===== src/i2c_register_master_assert.svh =====
// Assertion macros shared by the register master RTL.
`ifndef I2C_REGISTER_MASTER_ASSERT_SVH
`define I2C_REGISTER_MASTER_ASSERT_SVH

// Same-cycle implication, checked on every rising edge outside reset.
`define I2CRM_ASSERT_NOW(label, ante, cons, msg) \
    label: assert property (@(posedge aclk) disable iff (!aresetn) (ante) |-> (cons)) \
        else $error(msg);

// Next-cycle implication, checked on every rising edge outside reset.
`define I2CRM_ASSERT_NEXT(label, ante, cons, msg) \
    label: assert property (@(posedge aclk) disable iff (!aresetn) (ante) |=> (cons)) \
        else $error(msg);

`endif


===== src/i2crm_pkg.sv =====
`timescale 1ns / 1ps
`default_nettype none

package i2crm_pkg;

    localparam int MAX_BURST_DEFAULT = 32;

    localparam logic [6:0]  ADDR_RESET    = 7'h0E;
    localparam logic [15:0] PHASE_RESET   = 16'd2;
    localparam logic [15:0] STRETCH_RESET = 16'd2000;
    localparam logic [3:0]  RECOVER_COUNT = 4'd9;

    // Configuration register indexes
    localparam logic [1:0] CFG_DEVICE_ADDRESS = 2'd0;
    localparam logic [1:0] CFG_PHASE_TICKS    = 2'd1;
    localparam logic [1:0] CFG_STRETCH_LIMIT  = 2'd2;

    // Operations
    localparam logic [2:0] OP_TICK    = 3'd0;
    localparam logic [2:0] OP_WRITE   = 3'd1;
    localparam logic [2:0] OP_READ    = 3'd2;
    localparam logic [2:0] OP_PROBE   = 3'd3;
    localparam logic [2:0] OP_RECOVER = 3'd4;

    // Completion status
    localparam logic [1:0] ST_OK      = 2'd0;
    localparam logic [1:0] ST_NACK    = 2'd1;
    localparam logic [1:0] ST_TIMEOUT = 2'd2;

    // Sequence steps
    localparam logic [3:0] EL_IDLE    = 4'd0;
    localparam logic [3:0] EL_START   = 4'd1;
    localparam logic [3:0] EL_ADDR_W  = 4'd2;
    localparam logic [3:0] EL_REG     = 4'd3;
    localparam logic [3:0] EL_VAL     = 4'd4;
    localparam logic [3:0] EL_RESTART = 4'd5;
    localparam logic [3:0] EL_ADDR_R  = 4'd6;
    localparam logic [3:0] EL_READ    = 4'd7;
    localparam logic [3:0] EL_STOP    = 4'd8;
    localparam logic [3:0] EL_CLOCKS  = 4'd9;

    // Bus phases
    localparam logic [3:0] PH_NONE       = 4'd0;
    localparam logic [3:0] PH_START_RISE = 4'd1;
    localparam logic [3:0] PH_START_WAIT = 4'd2;
    localparam logic [3:0] PH_START_SDA  = 4'd3;
    localparam logic [3:0] PH_START_SCL  = 4'd4;
    localparam logic [3:0] PH_BIT_RISE   = 4'd5;
    localparam logic [3:0] PH_BIT_WAIT   = 4'd6;
    localparam logic [3:0] PH_BIT_HIGH   = 4'd7;
    localparam logic [3:0] PH_BIT_LOW    = 4'd8;
    localparam logic [3:0] PH_STOP_SDA   = 4'd9;
    localparam logic [3:0] PH_STOP_RISE  = 4'd10;
    localparam logic [3:0] PH_STOP_WAIT  = 4'd11;
    localparam logic [3:0] PH_STOP_END   = 4'd12;
    localparam logic [3:0] PH_CLK_RISE   = 4'd13;
    localparam logic [3:0] PH_CLK_HIGH   = 4'd14;
    localparam logic [3:0] PH_CLK_LOW    = 4'd15;

    typedef struct packed {
        logic [2:0] operation;
        logic [7:0] reg_addr;
        logic [7:0] write_value;
        logic [5:0] read_count;
        logic       sda_sample;
        logic       scl_sample;
    } in_item_t;

    typedef struct packed {
        logic       sda_pull_low;
        logic       scl_pull_low;
        logic       busy_res;
        logic       byte_valid;
        logic [7:0] byte_value;
        logic       byte_last;
        logic       done_res;
        logic [1:0] status;
        logic       command_ignored;
    } out_item_t;

endpackage

`default_nettype wire


===== src/i2c_register_master.sv =====
`timescale 1ns / 1ps
`default_nettype none
// Open-drain I2C register master, stepped one bus tick per input transfer.
// Input channel (s_valid/s_ready/s_data): each transfer carries a command code,
// its operands and the SDA/SCL levels sampled for this tick. Commands are taken
// only while idle; one arriving while busy is dropped and flagged.
// Result channel (m_valid/m_ready/m_data): exactly one result per input transfer,
// giving the pull-low levels for both lines after this tick, busy, a read byte
// when one completes, and done with a status when a command ends.
// Configuration: cfg_wr_en/cfg_wr_index/cfg_wr_data write device address, phase
// length or stretch limit, one per write; write them only while the block is idle.
// The result is registered and appears in the cycle after its input transfer.
// Throughput is one transfer per cycle while results are taken: the whole tick
// update is one pass of logic from the state registers into the result register.
// Reset (aresetn low, synchronous) returns to idle with both lines released and
// the registers at their defaults. When the receiver stalls, the result is held
// and s_ready drops until it is taken; a result being taken frees the register in
// the same cycle.
module i2c_register_master
    import i2crm_pkg::*;
#(
    parameter int MAX_BURST = MAX_BURST_DEFAULT
) (
    input  wire logic        aclk,
    input  wire logic        aresetn,
    input  wire logic        cfg_wr_en,
    input  wire logic [1:0]  cfg_wr_index,
    input  wire logic [15:0] cfg_wr_data,
    input  wire logic        s_valid,
    output logic             s_ready,
    input  wire in_item_t    s_data,
    output logic             m_valid,
    input  wire logic        m_ready,
    output out_item_t        m_data
);

`include "i2c_register_master_assert.svh"

    localparam logic [5:0] BURST_MAX = 6'(MAX_BURST);

    logic [6:0]  dev_addr_reg;
    logic [15:0] phase_ticks_reg;
    logic [15:0] stretch_limit_reg;

    logic [3:0]  step_reg, step_next;
    logic [3:0]  phase_reg, phase_next;
    logic [15:0] phase_cnt_reg, phase_cnt_next;
    logic [15:0] stretch_cnt_reg, stretch_cnt_next;
    logic [3:0]  bit_cnt_reg, bit_cnt_next;
    logic [5:0]  bytes_done_reg, bytes_done_next;
    logic [7:0]  shift_reg, shift_next;
    logic [2:0]  command_reg, command_next;
    logic [7:0]  held_register_reg, held_register_next;
    logic [7:0]  held_value_reg, held_value_next;
    logic [5:0]  held_count_reg, held_count_next;
    logic        sda_reg, sda_next;
    logic        scl_reg, scl_next;
    logic [3:0]  recover_reg, recover_next;
    logic        nack_reg, nack_next;
    logic [1:0]  pending_reg, pending_next;

    logic        m_valid_reg;
    out_item_t   m_data_reg;
    out_item_t   result;

    logic        accept;
    logic [15:0] phase_limit;
    logic [15:0] phase_inc;
    logic [15:0] stretch_inc;
    logic        delay_over;
    logic        stretch_over;
    logic [3:0]  recover_inc;

    // SDA level for the next bit: data bits drive the inverse of the bit
    // (low for zero), the ACK slot of a read releases SDA only on the last byte.
    function automatic logic bit_sda(input logic [3:0] step, input logic [3:0] bit_cnt,
                                     input logic [7:0] shifted, input logic [5:0] done,
                                     input logic [5:0] count);
        logic [7:0] aligned;
        logic       drive;
        aligned = shifted << bit_cnt;
        drive   = 1'b0;
        if (step == EL_READ) begin
            if (bit_cnt == 4'd8) begin
                drive = (({1'b0, done} + 7'd1) < {1'b0, count});
            end
        end else if (bit_cnt < 4'd8) begin
            drive = ~aligned[7];
        end
        return drive;
    endfunction

    assign accept  = s_valid && s_ready;
    assign s_ready = !m_valid_reg || m_ready;
    assign m_valid = m_valid_reg;
    assign m_data  = m_data_reg;

    assign phase_limit  = (phase_ticks_reg == 16'd0) ? 16'd1 : phase_ticks_reg;
    assign phase_inc    = phase_cnt_reg + 16'd1;
    assign stretch_inc  = stretch_cnt_reg + 16'd1;
    assign delay_over   = (phase_inc >= phase_limit);
    assign stretch_over = (stretch_inc >= stretch_limit_reg);
    assign recover_inc  = recover_reg + 4'd1;

    always_comb begin
        step_next          = step_reg;
        phase_next         = phase_reg;
        phase_cnt_next     = phase_cnt_reg;
        stretch_cnt_next   = stretch_cnt_reg;
        bit_cnt_next       = bit_cnt_reg;
        bytes_done_next    = bytes_done_reg;
        shift_next         = shift_reg;
        command_next       = command_reg;
        held_register_next = held_register_reg;
        held_value_next    = held_value_reg;
        held_count_next    = held_count_reg;
        sda_next           = sda_reg;
        scl_next           = scl_reg;
        recover_next       = recover_reg;
        nack_next          = nack_reg;
        pending_next       = pending_reg;
        result             = '0;

        if (step_reg == EL_IDLE) begin
            if (s_data.operation inside {[OP_WRITE:OP_RECOVER]}) begin
                command_next       = s_data.operation;
                held_register_next = s_data.reg_addr;
                held_value_next    = s_data.write_value;
                held_count_next    = (s_data.read_count == 6'd0 ||
                                      s_data.read_count > BURST_MAX) ?
                                     6'd1 : s_data.read_count;
                bytes_done_next    = 6'd0;
                nack_next          = 1'b0;
                pending_next       = ST_OK;
                phase_cnt_next     = 16'd0;
                stretch_cnt_next   = 16'd0;
                sda_next           = 1'b0;
                scl_next           = 1'b0;
                if (s_data.operation == OP_RECOVER) begin
                    step_next    = EL_CLOCKS;
                    recover_next = 4'd0;
                    phase_next   = PH_CLK_RISE;
                end else begin
                    step_next  = EL_START;
                    phase_next = PH_START_RISE;
                end
            end
        end else begin
            result.command_ignored = (s_data.operation inside {[OP_WRITE:OP_RECOVER]});
            case (phase_reg)
                PH_START_RISE, PH_START_SDA, PH_STOP_SDA, PH_STOP_RISE,
                PH_CLK_RISE, PH_CLK_HIGH: begin
                    phase_cnt_next = phase_inc;
                    if (delay_over) begin
                        phase_cnt_next   = 16'd0;
                        stretch_cnt_next = 16'd0;
                        case (phase_reg)
                            PH_START_RISE: begin
                                phase_next = PH_START_WAIT;
                                sda_next   = 1'b0;
                                scl_next   = 1'b0;
                            end
                            PH_START_SDA: begin
                                phase_next = PH_START_SCL;
                                sda_next   = 1'b1;
                                scl_next   = 1'b1;
                            end
                            PH_STOP_SDA: begin
                                phase_next = PH_STOP_RISE;
                                sda_next   = 1'b1;
                                scl_next   = 1'b0;
                            end
                            PH_STOP_RISE: begin
                                phase_next = PH_STOP_WAIT;
                                sda_next   = 1'b1;
                                scl_next   = 1'b0;
                            end
                            PH_CLK_RISE: begin
                                phase_next = PH_CLK_HIGH;
                                sda_next   = 1'b0;
                                scl_next   = 1'b0;
                            end
                            default: begin
                                phase_next = PH_CLK_LOW;
                                sda_next   = 1'b0;
                                scl_next   = 1'b1;
                            end
                        endcase
                    end
                end
                PH_START_WAIT: begin
                    if (s_data.scl_sample) begin
                        phase_next       = PH_START_SDA;
                        sda_next         = 1'b1;
                        scl_next         = 1'b0;
                        phase_cnt_next   = 16'd0;
                        stretch_cnt_next = 16'd0;
                    end else begin
                        stretch_cnt_next = stretch_inc;
                        if (stretch_over) begin
                            phase_cnt_next   = 16'd0;
                            stretch_cnt_next = 16'd0;
                            if (step_reg == EL_START) begin
                                // A timeout before the first start leaves the bus alone.
                                step_next       = EL_IDLE;
                                command_next    = OP_TICK;
                                phase_next      = PH_NONE;
                                sda_next        = 1'b0;
                                scl_next        = 1'b0;
                                result.done_res = 1'b1;
                                result.status   = ST_TIMEOUT;
                            end else begin
                                pending_next = ST_TIMEOUT;
                                step_next    = EL_STOP;
                                phase_next   = PH_STOP_SDA;
                                sda_next     = 1'b1;
                            end
                        end
                    end
                end
                PH_START_SCL: begin
                    phase_cnt_next = phase_inc;
                    if (delay_over) begin
                        step_next        = (step_reg == EL_START) ? EL_ADDR_W : EL_ADDR_R;
                        shift_next       = {dev_addr_reg, step_reg != EL_START};
                        bit_cnt_next     = 4'd0;
                        phase_next       = PH_BIT_RISE;
                        sda_next         = ~dev_addr_reg[6];
                        scl_next         = 1'b0;
                        phase_cnt_next   = 16'd0;
                        stretch_cnt_next = 16'd0;
                    end
                end
                PH_BIT_RISE: begin
                    phase_cnt_next = phase_inc;
                    if (delay_over) begin
                        // The phase count is left running here; only the stretch count restarts.
                        phase_next       = PH_BIT_WAIT;
                        stretch_cnt_next = 16'd0;
                    end
                end
                PH_BIT_WAIT: begin
                    if (s_data.scl_sample) begin
                        phase_next       = PH_BIT_HIGH;
                        scl_next         = 1'b0;
                        phase_cnt_next   = 16'd0;
                        stretch_cnt_next = 16'd0;
                    end else begin
                        stretch_cnt_next = stretch_inc;
                        if (stretch_over) begin
                            pending_next     = ST_TIMEOUT;
                            step_next        = EL_STOP;
                            phase_next       = PH_STOP_SDA;
                            sda_next         = 1'b1;
                            phase_cnt_next   = 16'd0;
                            stretch_cnt_next = 16'd0;
                        end
                    end
                end
                PH_BIT_HIGH: begin
                    phase_cnt_next = phase_inc;
                    if (delay_over) begin
                        if (step_reg == EL_READ) begin
                            if (bit_cnt_reg < 4'd8) begin
                                shift_next = {shift_reg[6:0], s_data.sda_sample};
                            end
                        end else if (bit_cnt_reg == 4'd8) begin
                            nack_next = s_data.sda_sample;
                        end
                        phase_next       = PH_BIT_LOW;
                        scl_next         = 1'b1;
                        phase_cnt_next   = 16'd0;
                        stretch_cnt_next = 16'd0;
                    end
                end
                PH_BIT_LOW: begin
                    phase_cnt_next = phase_inc;
                    if (delay_over) begin
                        phase_cnt_next   = 16'd0;
                        stretch_cnt_next = 16'd0;
                        if (bit_cnt_reg < 4'd8) begin
                            bit_cnt_next = bit_cnt_reg + 4'd1;
                            phase_next   = PH_BIT_RISE;
                            sda_next     = bit_sda(step_reg, bit_cnt_next, shift_reg,
                                                   bytes_done_reg, held_count_reg);
                            scl_next     = 1'b0;
                        end else begin
                            // End of byte: choose the next byte, a restart or a stop.
                            // A stop keeps SCL where it is and raises SDA drive.
                            case (step_reg)
                                EL_ADDR_W, EL_REG, EL_ADDR_R: begin
                                    if (nack_reg) begin
                                        pending_next = ST_NACK;
                                        step_next    = EL_STOP;
                                        phase_next   = PH_STOP_SDA;
                                        sda_next     = 1'b1;
                                    end else if (step_reg == EL_ADDR_W &&
                                                 command_reg == OP_PROBE) begin
                                        pending_next = ST_OK;
                                        step_next    = EL_STOP;
                                        phase_next   = PH_STOP_SDA;
                                        sda_next     = 1'b1;
                                    end else if (step_reg == EL_ADDR_W) begin
                                        step_next    = EL_REG;
                                        shift_next   = held_register_reg;
                                        bit_cnt_next = 4'd0;
                                        phase_next   = PH_BIT_RISE;
                                        sda_next     = ~held_register_reg[7];
                                        scl_next     = 1'b0;
                                    end else if (step_reg == EL_REG &&
                                                 command_reg == OP_WRITE) begin
                                        step_next    = EL_VAL;
                                        shift_next   = held_value_reg;
                                        bit_cnt_next = 4'd0;
                                        phase_next   = PH_BIT_RISE;
                                        sda_next     = ~held_value_reg[7];
                                        scl_next     = 1'b0;
                                    end else if (step_reg == EL_REG) begin
                                        step_next  = EL_RESTART;
                                        phase_next = PH_START_RISE;
                                        sda_next   = 1'b0;
                                        scl_next   = 1'b0;
                                    end else begin
                                        bytes_done_next = 6'd0;
                                        step_next       = EL_READ;
                                        shift_next      = 8'd0;
                                        bit_cnt_next    = 4'd0;
                                        phase_next      = PH_BIT_RISE;
                                        sda_next        = 1'b0;
                                        scl_next        = 1'b0;
                                    end
                                end
                                EL_VAL: begin
                                    pending_next = nack_reg ? ST_NACK : ST_OK;
                                    step_next    = EL_STOP;
                                    phase_next   = PH_STOP_SDA;
                                    sda_next     = 1'b1;
                                end
                                EL_READ: begin
                                    bytes_done_next   = bytes_done_reg + 6'd1;
                                    result.byte_valid = 1'b1;
                                    result.byte_value = shift_reg;
                                    result.byte_last  = (bytes_done_next >= held_count_reg);
                                    if (result.byte_last) begin
                                        pending_next = ST_OK;
                                        step_next    = EL_STOP;
                                        phase_next   = PH_STOP_SDA;
                                        sda_next     = 1'b1;
                                    end else begin
                                        shift_next   = 8'd0;
                                        bit_cnt_next = 4'd0;
                                        phase_next   = PH_BIT_RISE;
                                        sda_next     = 1'b0;
                                        scl_next     = 1'b0;
                                    end
                                end
                                default: begin
                                    pending_next = ST_OK;
                                    step_next    = EL_STOP;
                                    phase_next   = PH_STOP_SDA;
                                    sda_next     = 1'b1;
                                end
                            endcase
                        end
                    end
                end
                PH_STOP_WAIT: begin
                    // A stretch timeout here does not abort; the stop goes on.
                    if (!s_data.scl_sample) begin
                        stretch_cnt_next = stretch_inc;
                    end
                    if (s_data.scl_sample || stretch_over) begin
                        phase_next       = PH_STOP_END;
                        sda_next         = 1'b0;
                        scl_next         = 1'b0;
                        phase_cnt_next   = 16'd0;
                        stretch_cnt_next = 16'd0;
                    end
                end
                PH_STOP_END: begin
                    phase_cnt_next = phase_inc;
                    if (delay_over) begin
                        step_next        = EL_IDLE;
                        command_next     = OP_TICK;
                        phase_next       = PH_NONE;
                        sda_next         = 1'b0;
                        scl_next         = 1'b0;
                        phase_cnt_next   = 16'd0;
                        stretch_cnt_next = 16'd0;
                        result.done_res  = 1'b1;
                        result.status    = pending_reg;
                    end
                end
                PH_CLK_LOW: begin
                    phase_cnt_next = phase_inc;
                    if (delay_over) begin
                        recover_next     = recover_inc;
                        phase_cnt_next   = 16'd0;
                        stretch_cnt_next = 16'd0;
                        if (recover_inc >= RECOVER_COUNT) begin
                            pending_next = ST_OK;
                            step_next    = EL_STOP;
                            phase_next   = PH_STOP_SDA;
                            sda_next     = 1'b1;
                        end else begin
                            phase_next = PH_CLK_RISE;
                            sda_next   = 1'b0;
                            scl_next   = 1'b0;
                        end
                    end
                end
                default: begin
                    step_next        = EL_IDLE;
                    command_next     = OP_TICK;
                    phase_next       = PH_NONE;
                    sda_next         = 1'b0;
                    scl_next         = 1'b0;
                    phase_cnt_next   = 16'd0;
                    stretch_cnt_next = 16'd0;
                    result.done_res  = 1'b1;
                    result.status    = ST_OK;
                end
            endcase
        end

        result.sda_pull_low = sda_next;
        result.scl_pull_low = scl_next;
        result.busy_res     = (step_next != EL_IDLE);
    end

    always_ff @(posedge aclk) begin
        if (!aresetn) begin
            dev_addr_reg      <= ADDR_RESET;
            phase_ticks_reg   <= PHASE_RESET;
            stretch_limit_reg <= STRETCH_RESET;
        end else if (cfg_wr_en) begin
            case (cfg_wr_index)
                CFG_DEVICE_ADDRESS: dev_addr_reg      <= cfg_wr_data[6:0];
                CFG_PHASE_TICKS:    phase_ticks_reg   <= cfg_wr_data;
                CFG_STRETCH_LIMIT:  stretch_limit_reg <= cfg_wr_data;
                default: begin
                end
            endcase
        end
    end

    always_ff @(posedge aclk) begin
        if (!aresetn) begin
            step_reg          <= EL_IDLE;
            phase_reg         <= PH_NONE;
            phase_cnt_reg     <= 16'd0;
            stretch_cnt_reg   <= 16'd0;
            bit_cnt_reg       <= 4'd0;
            bytes_done_reg    <= 6'd0;
            shift_reg         <= 8'd0;
            command_reg       <= OP_TICK;
            held_register_reg <= 8'd0;
            held_value_reg    <= 8'd0;
            held_count_reg    <= 6'd1;
            sda_reg           <= 1'b0;
            scl_reg           <= 1'b0;
            recover_reg       <= 4'd0;
            nack_reg          <= 1'b0;
            pending_reg       <= ST_OK;
        end else if (accept) begin
            step_reg          <= step_next;
            phase_reg         <= phase_next;
            phase_cnt_reg     <= phase_cnt_next;
            stretch_cnt_reg   <= stretch_cnt_next;
            bit_cnt_reg       <= bit_cnt_next;
            bytes_done_reg    <= bytes_done_next;
            shift_reg         <= shift_next;
            command_reg       <= command_next;
            held_register_reg <= held_register_next;
            held_value_reg    <= held_value_next;
            held_count_reg    <= held_count_next;
            sda_reg           <= sda_next;
            scl_reg           <= scl_next;
            recover_reg       <= recover_next;
            nack_reg          <= nack_next;
            pending_reg       <= pending_next;
        end
    end

    always_ff @(posedge aclk) begin
        if (!aresetn) begin
            m_valid_reg <= 1'b0;
        end else if (accept) begin
            m_valid_reg <= 1'b1;
        end else if (m_ready) begin
            m_valid_reg <= 1'b0;
        end
    end

    always_ff @(posedge aclk) begin
        if (accept) begin
            m_data_reg <= result;
        end
    end

    `I2CRM_ASSERT_NOW(a_idle_released, step_reg == EL_IDLE, phase_reg == PH_NONE && !sda_reg && !scl_reg, "idle with a line driven or a phase open")
    `I2CRM_ASSERT_NEXT(a_result_follows, accept, m_valid, "input transfer without a result")
    `I2CRM_ASSERT_NOW(a_done_not_busy, m_valid && m_data.done_res, !m_data.busy_res, "done reported while still busy")
    `I2CRM_ASSERT_NOW(a_byte_busy, m_valid && m_data.byte_valid, m_data.busy_res && !m_data.done_res, "read byte outside a running burst")

endmodule

`default_nettype wire


===== config.mk =====
export PLATFORM = sky130hd
export DESIGN_NAME = i2c_register_master
export DESIGN_NICKNAME = d
export VERILOG_FILES = /design/src/i2crm_pkg.sv /design/src/i2c_register_master.sv
export VERILOG_INCLUDE_DIRS = /design/src /design/src/src
export SDC_FILE = /design/constraint.sdc
export NUM_CORES = 1
export LEC_CHECK = 0
export BUFFER_PORTS_ARGS = -buffer_cell sky130_fd_sc_hd__buf_2
export CORE_MARGIN = 2
export CORE_UTILIZATION = 50
export CTS_BUF_LIST = sky130_fd_sc_hd__clkbuf_4 sky130_fd_sc_hd__clkbuf_8
export DETAILED_ROUTE_END_ITERATION = 8
export GPL_ROUTABILITY_DRIVEN = 0
export PLACE_DENSITY_LB_ADDON = 0.25
export SETUP_SLACK_MARGIN = 0.02
export SYNTH_ARGS = -nofsm -noshare
export SYNTH_HDL_FRONTEND = slang
export SYNTH_SLANG_ARGS = --single-unit

===== constraint.sdc =====
create_clock -name aclk -period 4.7 [get_ports aclk]
set_input_delay 0.235 -clock aclk [delete_from_list [all_inputs] [get_ports aclk]]
set_output_delay 0.235 -clock aclk [all_outputs]
set_load 0.01 [all_outputs]

Word-level counts from Yosys, hierarchy flattened. Index checks and enable logic that the tools add are counted.

Register bits after elaboration: 149. Word-level logic and storage cells: 372. Bits of input ports: 50.

$lt $le $gt $ge: 10. Eq/ne operators: 78. Bitwise logic cells: 8. Shifts and indexed selects: 1. Reductions and logical operators: 50. Add/sub/neg operators: 6. Muxes and demuxes: 190.

Operator list (number): two-way mux 16 bit (13); two-way mux 4 bit (50); two-way mux 8 bit (12); != test 3 bit (second input constant) (24); two-way mux 6 bit (11); one-hot mux 16 bit (4 select lines) (1); two-way mux 1 bit (51); two-way mux 3 bit (16); one-hot mux 16 bit (3 select lines) (1); == test 4 bit (second input constant) (10); one-hot mux 4 bit (10 select lines) (1); adder 16 x 1 -> 16 bit (second input constant) (2); >= comparator 16 bit (2); two-way mux 2 bit (16); one-hot mux 4 bit (2 select lines) (4); == test 4 x 3 -> 1 bit (second input constant) (7); != test 4 bit (second input constant) (7); one-hot mux 4 bit (7 select lines) (1); AND reduction 14 bit (2); one-hot mux 8 bit (3 select lines) (1); one-hot mux 4 bit (5 select lines) (1); one-hot mux 1 bit (9 select lines) (2); one-hot mux 3 bit (3 select lines) (2); == test 4 x 2 -> 1 bit (second input constant) (4); 61 further kinds (102).

Longest topological paths before layout.
Depth after elaboration: 12. Mapped depth: 18. Gate-level depth less buffers: 15.

Worst setup path before layout. No wires, ideal clock.

Path kind: reg-to-reg. Start point: register phase_cnt_reg[2]. End point: register m_data_reg, in the netlist m_data[14], data pin. Arrival time: 3.537 ns. Buffers on the path: 2. Cell stages (with the launch flop): 17. Setup slack: 0.891 ns. Required time: 4.428 ns. Period minus slack after synthesis: 3.809 ns. Cell sequence: dfxtp_1 and4_1 and2_1 and4_1 and3_1 and3_1 xor2_1 ha_1 a211oi_1 o21ai_0 a221o_1 a21oi_1 buf_2 buf_2 o221ai_1 o41ai_1 nand3_1.

RTL lines: start, declared (RTL line i2c_register_master.sv:47) `logic [15:0] phase_cnt_reg, phase_cnt_next;`; start signal, assigned (RTL line i2c_register_master.sv:468) `phase_cnt_reg <= phase_cnt_next;`; end signal, assigned (RTL line i2c_register_master.sv:497) `m_data_reg <= result;`; end, declared (RTL line i2c_register_master.sv:63) `out_item_t m_data_reg;`.

Final worst setup path.
Start point: register phase_cnt_reg[2]. End point: register stretch_cnt_reg[12].

Longest elaborated chain between the ends: 4.

RTL lines: adder 16 x 1 -> 16 bit (RTL line i2c_register_master.sv:99) `assign phase_inc = phase_cnt_reg + 16'd1;`; >= comparator 16 bit (RTL line i2c_register_master.sv:101) `assign delay_over = (phase_inc >= phase_limit);`; != test 3 x 1 -> 1 bit (no line); AND reduction 4 bit (no line); end signal, assigned (RTL line i2c_register_master.sv:469) `stretch_cnt_reg <= stretch_cnt_next;`; end, declared (RTL line i2c_register_master.sv:48) `logic [15:0] stretch_cnt_reg, stretch_cnt_next;`.

Every way passes these cells. A chain may end at the register's enable or synchronous reset.

==> results by group <==
Drt
  – DRT Pass-1 Iters: 8
  – First DRT Iteration DRCs: around 860
  – DRC errors left: 0
  – Avg WL per Cell: approximately 16 µm
  – Total Wirelength: approximately 23 mm
  – Vias/cell: 5.94
  – Vias post-DR: between 8000 and 9000
  – Detail Route Antenna Nets: 0

Setup path
  – Critical Path Start: phase_cnt_reg[2]
  – Max FO, Critical Path: 20
  – R2R Path Start: phase_cnt_reg[2]
  – WS Path Type: register to register
  – Startpoint types: register
  – CP endpoint kind: register
  – Worst EP arrival: roughly 4.8 ns
  – WP data required: around 5.1 ns

Placement
  – Placed Area: around 9300 µm²
  – Port-buffer cells: between 60 and 70
  – Dpl hpwl: roughly 16 mm

Clock network
  – CTS max path bufs: 2
  – Clock Tree Root: clkbuf_8
  – Htree depth: 4
  – Worst-Skew Late Latency: 0.47 ns
  – Clk slew on worst S/H paths: roughly 0.080 ns
  – Clock Sinks: between 100 and 150
  – CTS tree: built
  – Number of CTS-inserted buffers: 17

Floorplanning
  – Die H: ~140 µm
  – Die width: 137 µm
  – Core Region: about 17000 µm²
  – # IOs: about 70
  – Die area: roughly 19000 µm²
  – Row cnt: 48
  – Initial Utilization: approximately 50%

Power and ir drop
  – Sw Ratio: 28.0%
  – P_sw: 0.814 mW
  – Leak Pwr: approximately 3.7 nW
  – Clock share of power: 39.0%
  – Comb pwr share: 14.7%
  – PD cells: 293 nW/µm²
  – Int Power: approximately 2.1 mW
  – Flop pwr share: between 40% and 50%
  – Peak VDD IR: about 210 µV

GRT
  – Gr usage total: between 20 and 30%
  – First-pass GRT wire length: between 30 and 40 mm
  – Grt ovf: 0
  – Initial antenna violation count: 0
  – Pin count of the biggest net entering global routing: between 90 and 100
  – Number of global-route vias before repair: about 7700

Yosys
  – Top cells by area, synth: dfxtp_1, nand2_1, a21oi_1
  – Synth Cell Area: between 8000 and 9000 µm²
  – Yosys top cell area share: between 20% and 30%
  – Syn Area/Cell: between 7 and 8 µm²
  – Fraction of registers with async set/reset: 0%
  – Cell variety after synth: 77
  – Warnings from Yosys: 0
  – Synthesized flop and latch total: between 100 and 150
  – Main synth FF type: dfxtp_1
  – Seq/Total Area, Yosys: a little over a third
  – Count leader, synth: nand2_1
  – Post-synth EDFFs: 17
  – Synth Instances: 1120
  – Top cells by count, synth: nand2_1, dfxtp_1, a21oi_1, nor2_1, o21ai_0
  – Top cell type by total area after synthesis: dfxtp_1
  – Syn Nets: 1217

STA
  – Fin crit period: about 4.4 ns
  – Layout Skew: around 0.014 ns
  – Max Slew Vio Count: 0
  – Final setup TNS: 0 ns
  – Slew margin rel.: between 20% and 30%
  – Hold_ws: 0.0250 ns
  – Final Hold Vio Count: 0
  – RSZ-0062 raised after global routing: no
  – FMAX: ~230 MHz
  – Worst-margin pin slew: between 1 and 1.5 ns
  – Fin crit share: between 90% and 100%
  – Finish-stage setup viols: 0

Min path
  – Worst min path class: input pin to register
  – Origin of the worst min-delay path: s_data[14]

Finish
  – Max FFs per register: 17
  – Post-layout nets: around 1300
  – N_diodes: 0
  – Fraction of layout instances using a drive strength above 1: 11.9%
  – Area grow syn2layout: 12.8%
  – Post-route cell area: slightly below 10000 µm²

Outcome
  – Status: complete, no violations

Run
  – Maxcap violations: 0
## kinds of logic after synthesis
kind of cell,after synthesis,share of synthesized area (%)
XOR/XNOR,37,3.68
buffers and inverters,117,5.18
flip-flops,149,35.8
AO/OA/AOI/OAI,316,22.4
adder cells (fa/ha/maj),47,6.67
multiplexers,11,1.53
AND/OR/NAND/NOR,443,24.8
## metrics by stage
step / worst slack (ns) / power, mW / util [%] / instances
after detailed placement: 0.412 / 1.78 / 54.2 / 1370
after global routing: 0.0375 / 3.02 / 57.7 / 1417
final: 0.320 / 2.91 / 57.7 / 1417
after floorplan: 0.891 / 1.65 / - / 1120
after CTS: 0.312 / 2.92 / 57.7 / 1417
after global placement: 0.513 / 1.78 / 54.2 / 1370
## repair_timing
| action | 4_1_cts | 5_1_grt |
|---|---|---|
| resized for setup | 0 | 2 |
| endpoints found under the hold margin | 15 | 0 |
| setup endpoints to repair | 0 | 2 |
| hold buffers | 15 | 0 |
| buffers inserted | 0 | 0 |
## cell usage in the layout, fill, tap and decap left out, types with 17 or more instances in the layout
cell type / synthesis / routed
a211oi_1: 21 / 21
a21oi_1: 121 / 121
and2_1: 18 / 18
buf_2: 14 / 68
buf_4: 0 / 19
clkbuf_8: 0 / 20
dfxtp_1: 132 / 132
edfxtp_1: 17 / 17
ha_1: 47 / 47
inv_1: 52 / 52
nand2_1: 181 / 181
nand3_1: 42 / 42
nor2_1: 69 / 69
nor3_1: 24 / 24
o211ai_1: 17 / 17
o21ai_0: 57 / 57
xnor2_1: 24 / 24
## final cells by class
| class | instances | area [µm²] |
|---|---|---|
| well taps | 225 | 282 |
| clock buffers | 21 | 283 |
| multi-input cells | 854 | 5210 |
| clock inverters | 11 | 173 |
| flip-flops and latches | 149 | 3150 |
| inverters | 55 | 208 |
| fillers | 1552 | 7290 |
| repair buffers | 102 | 633 |
## power by group through the flow
stage                     registers (mW)  logic [mW]  clock network (mW)
after CTS                           1.35       0.418                1.15
after floorplan                     1.37       0.276                   0
after global routing                1.35       0.467                1.20
after detailed placement            1.38       0.407                   0
after global placement              1.37       0.405                   0
final                               1.35       0.428                1.14
## critical path, stage by stage (launching register included)
cell	delay, ns
dfxtp_1	0.44
and4_1	0.23
and2_1	0.18
and4_1	0.30
and3_1	0.26
and3_1	0.25
xor2_1	0.09
ha_1	0.31
nand4_1	0.11
a2111oi_1	0.50
a21oi_1	0.15
buf_4	0.23
a31oi_1	0.44
nand2_1	0.29
or3_1	0.37
a21oi_1	0.16
## layer usage
layer	wire (µm)	up-vias	global-route usage, %
li1	-	4132	-
met1	10700	3927	35.0
met2	10700	296	39.2
met3	1280	58	3.52
met4	615	0	10.7
met5	0	-	0
## worst paths after layout
| path | end | slack, ns | depth (start not counted) |
|---|---|---|---|
| setup / recovery | stretch_cnt_reg[12] | 0.32 | 15 |
| hold / removal | held_value_reg[6] | 0.02 | 3 |
| setup reg to reg | stretch_cnt_reg[12] | 0.32 | 15 |
| hold reg to reg | held_count_reg[1] | 0.45 | 2 |
No activity file was read; power rests on OpenSTA's default activity.
